$ cat src/hdl/imuca_pkg.sv
// imuca_pkg: shared types, constants and helper functions of the attitude core
// used by every module of the design; depends on nothing

package imuca_pkg;

    // defaults and widths
    localparam int CORDIC_STEPS_DEF = 16;
    localparam int OPD_W  = 26;   // cordic operand width, raw units
    localparam int CD_W   = 44;   // cordic working width (operand scaled by 2^16)
    localparam int ANG_W  = 26;   // angle accumulator, q16 degrees
    localparam int NUM_W  = 43;   // gyro numerator before division
    localparam int DIV_W  = 44;   // divider dividend width
    localparam int INC_W  = 34;   // gyro increment, q16 degrees
    localparam int DIVISOR = 1000;
    localparam int HALF_TURN = 11796480;   // 180 degrees in q16

    // register indexes
    typedef enum logic [2:0] {
        REG_BLEND_ALPHA = 3'd0,
        REG_GYRO_GAIN   = 3'd1,
        REG_DEF_STEP    = 3'd2,
        REG_MAX_STEP    = 3'd3,
        REG_FB_STEP     = 3'd4
    } reg_idx_t;

    localparam logic [15:0] ALPHA_RST = 16'd62915;
    localparam logic [15:0] GAIN_RST  = 16'd3996;
    localparam logic [9:0]  DEF_RST   = 10'd10;
    localparam logic [9:0]  MAX_RST   = 10'd50;
    localparam logic [9:0]  FB_RST    = 10'd20;

    typedef struct packed {
        logic [15:0] alpha;
        logic [15:0] gain;
        logic [9:0]  def_step;
        logic [9:0]  max_step;
        logic [9:0]  fb_step;
    } cfg_t;

    typedef struct packed {
        logic load;
        logic mul1;
        logic mul2;
        logic start;
        logic pitch_start;
        logic blend_mul;
        logic commit;
    } cmd_t;

    typedef struct packed {
        logic sqrt_busy;
        logic cordic_busy;
        logic div_busy;
    } status_t;

    // atan(2^-i) in q16 degrees
    function automatic logic signed [ANG_W-1:0] atan_tab(input logic [4:0] i);
        logic signed [ANG_W-1:0] r;
        case (i)
            5'd0:  r = 26'sd2949120;
            5'd1:  r = 26'sd1740967;
            5'd2:  r = 26'sd919879;
            5'd3:  r = 26'sd466945;
            5'd4:  r = 26'sd234379;
            5'd5:  r = 26'sd117305;
            5'd6:  r = 26'sd58666;
            5'd7:  r = 26'sd29335;
            5'd8:  r = 26'sd14668;
            5'd9:  r = 26'sd7334;
            5'd10: r = 26'sd3667;
            5'd11: r = 26'sd1833;
            5'd12: r = 26'sd917;
            5'd13: r = 26'sd458;
            5'd14: r = 26'sd229;
            5'd15: r = 26'sd115;
            5'd16: r = 26'sd57;
            5'd17: r = 26'sd29;
            5'd18: r = 26'sd14;
            5'd19: r = 26'sd7;
            5'd20: r = 26'sd4;
            5'd21: r = 26'sd2;
            5'd22: r = 26'sd1;
            default: r = 26'sd0;
        endcase
        return r;
    endfunction

    function automatic logic signed [31:0] sat32(input logic signed [39:0] v);
        logic signed [31:0] r;
        if (v > 40'sd2147483647) begin
            r = 32'sh7fffffff;
        end else if (v < -40'sd2147483648) begin
            r = 32'sh80000000;
        end else begin
            r = v[31:0];
        end
        return r;
    endfunction

endpackage

$ cat src/hdl/imuca_ctrl.sv
// imuca_ctrl: sequencer for one sample and the result handshake
// depends on imuca_pkg

module imuca_ctrl (
    input  logic                 aclk,
    input  logic                 aresetn,
    input  logic                 s_tvalid,
    output logic                 s_tready,
    output logic                 m_tvalid,
    input  logic                 m_tready,
    input  imuca_pkg::status_t   status,
    output imuca_pkg::cmd_t      cmd
);
    typedef enum logic [8:0] {
        S_IDLE  = 9'b000000001,
        S_MUL1  = 9'b000000010,
        S_MUL2  = 9'b000000100,
        S_RUN   = 9'b000001000,
        S_SQW   = 9'b000010000,
        S_PITCH = 9'b000100000,
        S_WAIT  = 9'b001000000,
        S_BMUL  = 9'b010000000,
        S_COMMIT= 9'b100000000
    } state_t;

    state_t state_reg, state_next;
    logic   valid_reg, valid_next;

    always_comb begin
        state_next = state_reg;
        cmd        = '0;
        s_tready   = 1'b0;
        case (state_reg)
            S_IDLE: begin
                s_tready = 1'b1;
                if (s_tvalid) begin
                    cmd.load   = 1'b1;
                    state_next = S_MUL1;
                end
            end
            S_MUL1: begin
                cmd.mul1   = 1'b1;
                state_next = S_MUL2;
            end
            S_MUL2: begin
                cmd.mul2   = 1'b1;
                state_next = S_RUN;
            end
            S_RUN: begin
                cmd.start  = 1'b1;
                state_next = S_SQW;
            end
            S_SQW: begin
                if (!status.sqrt_busy && !status.cordic_busy) begin
                    state_next = S_PITCH;
                end
            end
            S_PITCH: begin
                cmd.pitch_start = 1'b1;
                state_next      = S_WAIT;
            end
            S_WAIT: begin
                if (!status.cordic_busy && !status.div_busy) begin
                    state_next = S_BMUL;
                end
            end
            S_BMUL: begin
                cmd.blend_mul = 1'b1;
                state_next    = S_COMMIT;
            end
            S_COMMIT: begin
                if (!valid_reg || m_tready) begin
                    cmd.commit = 1'b1;
                    state_next = S_IDLE;
                end
            end
            default: state_next = S_IDLE;
        endcase
    end

    always_comb begin
        valid_next = valid_reg;
        if (cmd.commit) begin
            valid_next = 1'b1;
        end else if (m_tready) begin
            valid_next = 1'b0;
        end
    end

    assign m_tvalid = valid_reg;

    always_ff @(posedge aclk) begin
        if (!aresetn) begin
            state_reg <= S_IDLE;
            valid_reg <= 1'b0;
        end else begin
            state_reg <= state_next;
            valid_reg <= valid_next;
        end
    end

endmodule

$ cat config.mk
export PLATFORM = sky130hd
export DESIGN_NAME = imuca_ctrl
export DESIGN_NICKNAME = d
export VERILOG_FILES = /design/src/hdl/imuca_pkg.sv /design/src/hdl/imuca_ctrl.sv
export SDC_FILE = /design/constraint.sdc
export NUM_CORES = 1
export LEC_CHECK = 0
export ABC_CLOCK_PERIOD_IN_PS = 2100
export BUFFER_PORTS_ARGS = -buffer_cell sky130_fd_sc_hd__buf_2
export CAP_MARGIN = 20
export CORE_MARGIN = 2
export CORE_UTILIZATION = 45
export CTS_BUF_LIST = sky130_fd_sc_hd__clkbuf_4 sky130_fd_sc_hd__clkbuf_8
export CTS_CLUSTER_DIAMETER = 150
export DETAILED_ROUTE_END_ITERATION = 8
export PLACE_DENSITY = 0.68
export REMOVE_ABC_BUFFERS = 1
export SYNTH_ARGS = -nofsm -noshare
export SYNTH_HDL_FRONTEND = slang
export SYNTH_SLANG_ARGS = --single-unit
export TNS_END_PERCENT = 30
$ cat constraint.sdc
create_clock -name aclk -period 2.1 [get_ports aclk]
set_input_delay 0.42 -clock aclk [delete_from_list [all_inputs] [get_ports aclk]]
set_output_delay 0.42 -clock aclk [all_outputs]
set_load 0.05 [all_outputs]
==> out/results.tsv <==
metric	value	unit
sequential power share	37.4	%
Initial Utilization	46.85	%
total track usage	22.11	%
Buffers & Inverters on Critical Path	1	
main area contributors after synthesis	dfxtp_1 34%, nor2_1 5.8%, nor2b_1 4.3%	
Worst Hold Class	in2reg	
CORE AREA	1252	sq um
Rel. slew slack	71.52	%
worst hold path depth	2	
RSZ-0062 raised after global routing	true	
Worst EP arrival	1710	ps
final worst setup slack	-29.98	ps
CTS tree	done	
Seq cells post-synth	10	
highest-delay cell along the critical path	or4_4	
Max Slew Vio Count	0	
Die Y	40.11	um
GP Congestion	0.7726	
DR WL/cell	13.01	um
net switching power	0.1836	mW
Area Growth Syn to Fin	44.35	%
CP Class	reg2out	
Max Cap Viol	0	
status	finished, violations left	
drt first pass iters	4	
clock group share of total power	30.4	%
Std-Cell Rows	13	
P_leak	0.3771	nW
drt first-iter violations	8	
# diodes	0	
# DRC	0	
synthesized instance count	69	
failing checks	negative setup slack	
Root Buffer	clkbuf_4	
max FFs per register	9	
Worst-path clk slew	70	ps
hpwl dp	1.009	mm
I/O Buffers	15	
cell family with most CP delay	simple AND/OR/NAND/NOR gates	
switching part of the total	32.88	%
crit path cell chain	or4_4 > nor3_4 > nand3_1 > nor2_1 > buf_6	
Power Dens Cells	659.3	nW/um^2
first-pass GRT wire length	2.235	mm
r2r worst-path depth	11	
clock skew	2.637	ps
fill cell count	120	
VDD IR-drop max	0.0004221	V
Synth Cell Area	586.8	sq um
Startpoint Class	register	
CTS max path bufs	2	
post-synth top area cell	dfxtp_1	
Tcrit/Tclk final	101.4	%
Fmax achieved	0.4695	GHz
final setup fails	3	
GRT overflow	0	
clock latency on the worst-skew pair	260	ps
TNS Setup	-78.29	ps
peak fanout along the critical path	5	
Int Power	0.3748	mW
post-synth cell types	34	
final wirelength	1.470	mm
CTS Buf Count	3	
largest net degree at the start of global routing	9	
kind of end point of the critical path	output pin	
worst hold slack	434.3	ps
Yosys top cell area share	34.12	%
initial antenna violation count	0	
Vias	606	
CTS Hold Bufs	0	
synth warn	0	
# clock sinks	10	
min-delay src	aresetn	
pre-CTS setup slack	69.55	ps
max incr delay on CP	570	ps
Ports	16	
die width	40.11	um
Max H-tree Level	1	
syn_area_per_cell	8.505	sq um
Tmin final	2130	ps
nets@finish	106	
vias in the first global route	544	
Worst setup startpoint	state_reg[0]	
power share of the combinational group	32.2	%
Die ar.	1609	sq um
share of cells above drive strength 1	44.90	%
reg2reg start	state_reg[0]	
vias per inst	5.363	
Hold Vio Cnt, Final	0	
WP data required	1680	ps
worst-margin pin slew	424.3	ps
Seq/Total Area, Yosys	34.12	%
Final ANT Viol Nets	0	
CP Depth	5	
==> power groups by stage <==
stage | registers (mW) | clock network [mW] | logic, mW
finish | 0.209 | 0.170 | 0.180
global route | 0.210 | 0.186 | 0.198
CTS | 0.208 | 0.176 | 0.175
detailed placement | 0.211 | 0 | 0.164
global placement | 0.211 | 0 | 0.162
floorplan | 0.211 | 0 | 0.120
==> worst paths after layout <==
kind / endpoint / slack [ps]
max reg2reg: state_reg[8] / 0
min reg2reg: state_reg[3] / 570
max: cmd[0] / -30
min: state_reg[6] / 430
==> cell usage after synthesis, drive strengths merged <==
cell type and count:
dfxtp 10, nor2 10, nor2b 4, nor3 4
buf 3, nand3 3, o21a 3, inv 2
nand2 2, nand4 2, nor3b 2, nor4 2
nor4b 2, o21ai 2, or4 2, or4b 2
a221oi 1, a2bb2oi 1, a31oi 1, and2 1
and2b 1, and3 1, and4 1, nand2b 1
o21bai 1, o22ai 1, o311a 1, or2 1
xnor2 1, xor2 1
==> what timing repair did <==
action                     4_1_cts  5_1_grt
setup endpoints to repair        3        6
setup buffers                    7        0
resized for setup               11        6
pin swaps                        2        0
==> cell families after synthesis <==
kind of cell,after synthesis,synth area share (%)
AND/OR/NAND/NOR,41,43.28
AO/OA/AOI/OAI,11,14.93
flip-flops,10,34.11
buffers and inverters,5,4.690
XOR/XNOR,2,2.986
==> routing by layer <==
layer	vias to the layer above	wire (um)	track usage (%)
li1	314	-	-
met1	275	624	21.62
met2	13	761	41.53
met3	4	43	3.333
met4	0	40	15.52
met5	-	0	0
==> cells in the final DEF (no fill, tap or decap), types with 2 or more instances in the layout <==
cell	Yosys	routed
buf_2	1	10
inv_1	2	2
nor2b_1	4	4
nand4_1	2	2
dfxtp_2	0	2
or4_4	2	2
dfxtp_1	10	8
buf_6	0	3
nand2_1	2	2
nor3_1	3	2
nor2_1	9	8
nor4_1	2	2
buf_4	2	14
or4b_1	2	2
nor4b_1	2	2
nand3_1	3	3
o21a_1	3	3
clkbuf_4	0	4
==> cell type report <==
cell class / instances / area, sq um / share of cell area, %
Inverter: 2 / 7.507 / 0.8863
Tap cell: 15 / 18.77 / 2.216
Timing Repair Buffer: 28 / 196.4 / 23.19
Sequential cell: 10 / 202.7 / 23.93
Clock buffer: 4 / 36.28 / 4.284
Multi-Input combinational cell: 54 / 385.4 / 45.49
==> per-stage QoR <==
step / power [mW] / std cells / utilization (%) / instance area, sq um
detailed placement: 0.3756 / 102 / 56.34 / 705.7
global route: 0.5941 / 113 / 67.63 / 847.1
global placement: 0.3730 / 102 / 56.34 / 705.7
finish: 0.5585 / 113 / 67.63 / 847.1
floorplan: 0.3301 / 66 / - / 566.8
CTS: 0.5588 / 113 / 66.53 / 833.3
No activity file was read; power rests on OpenSTA's default activity.
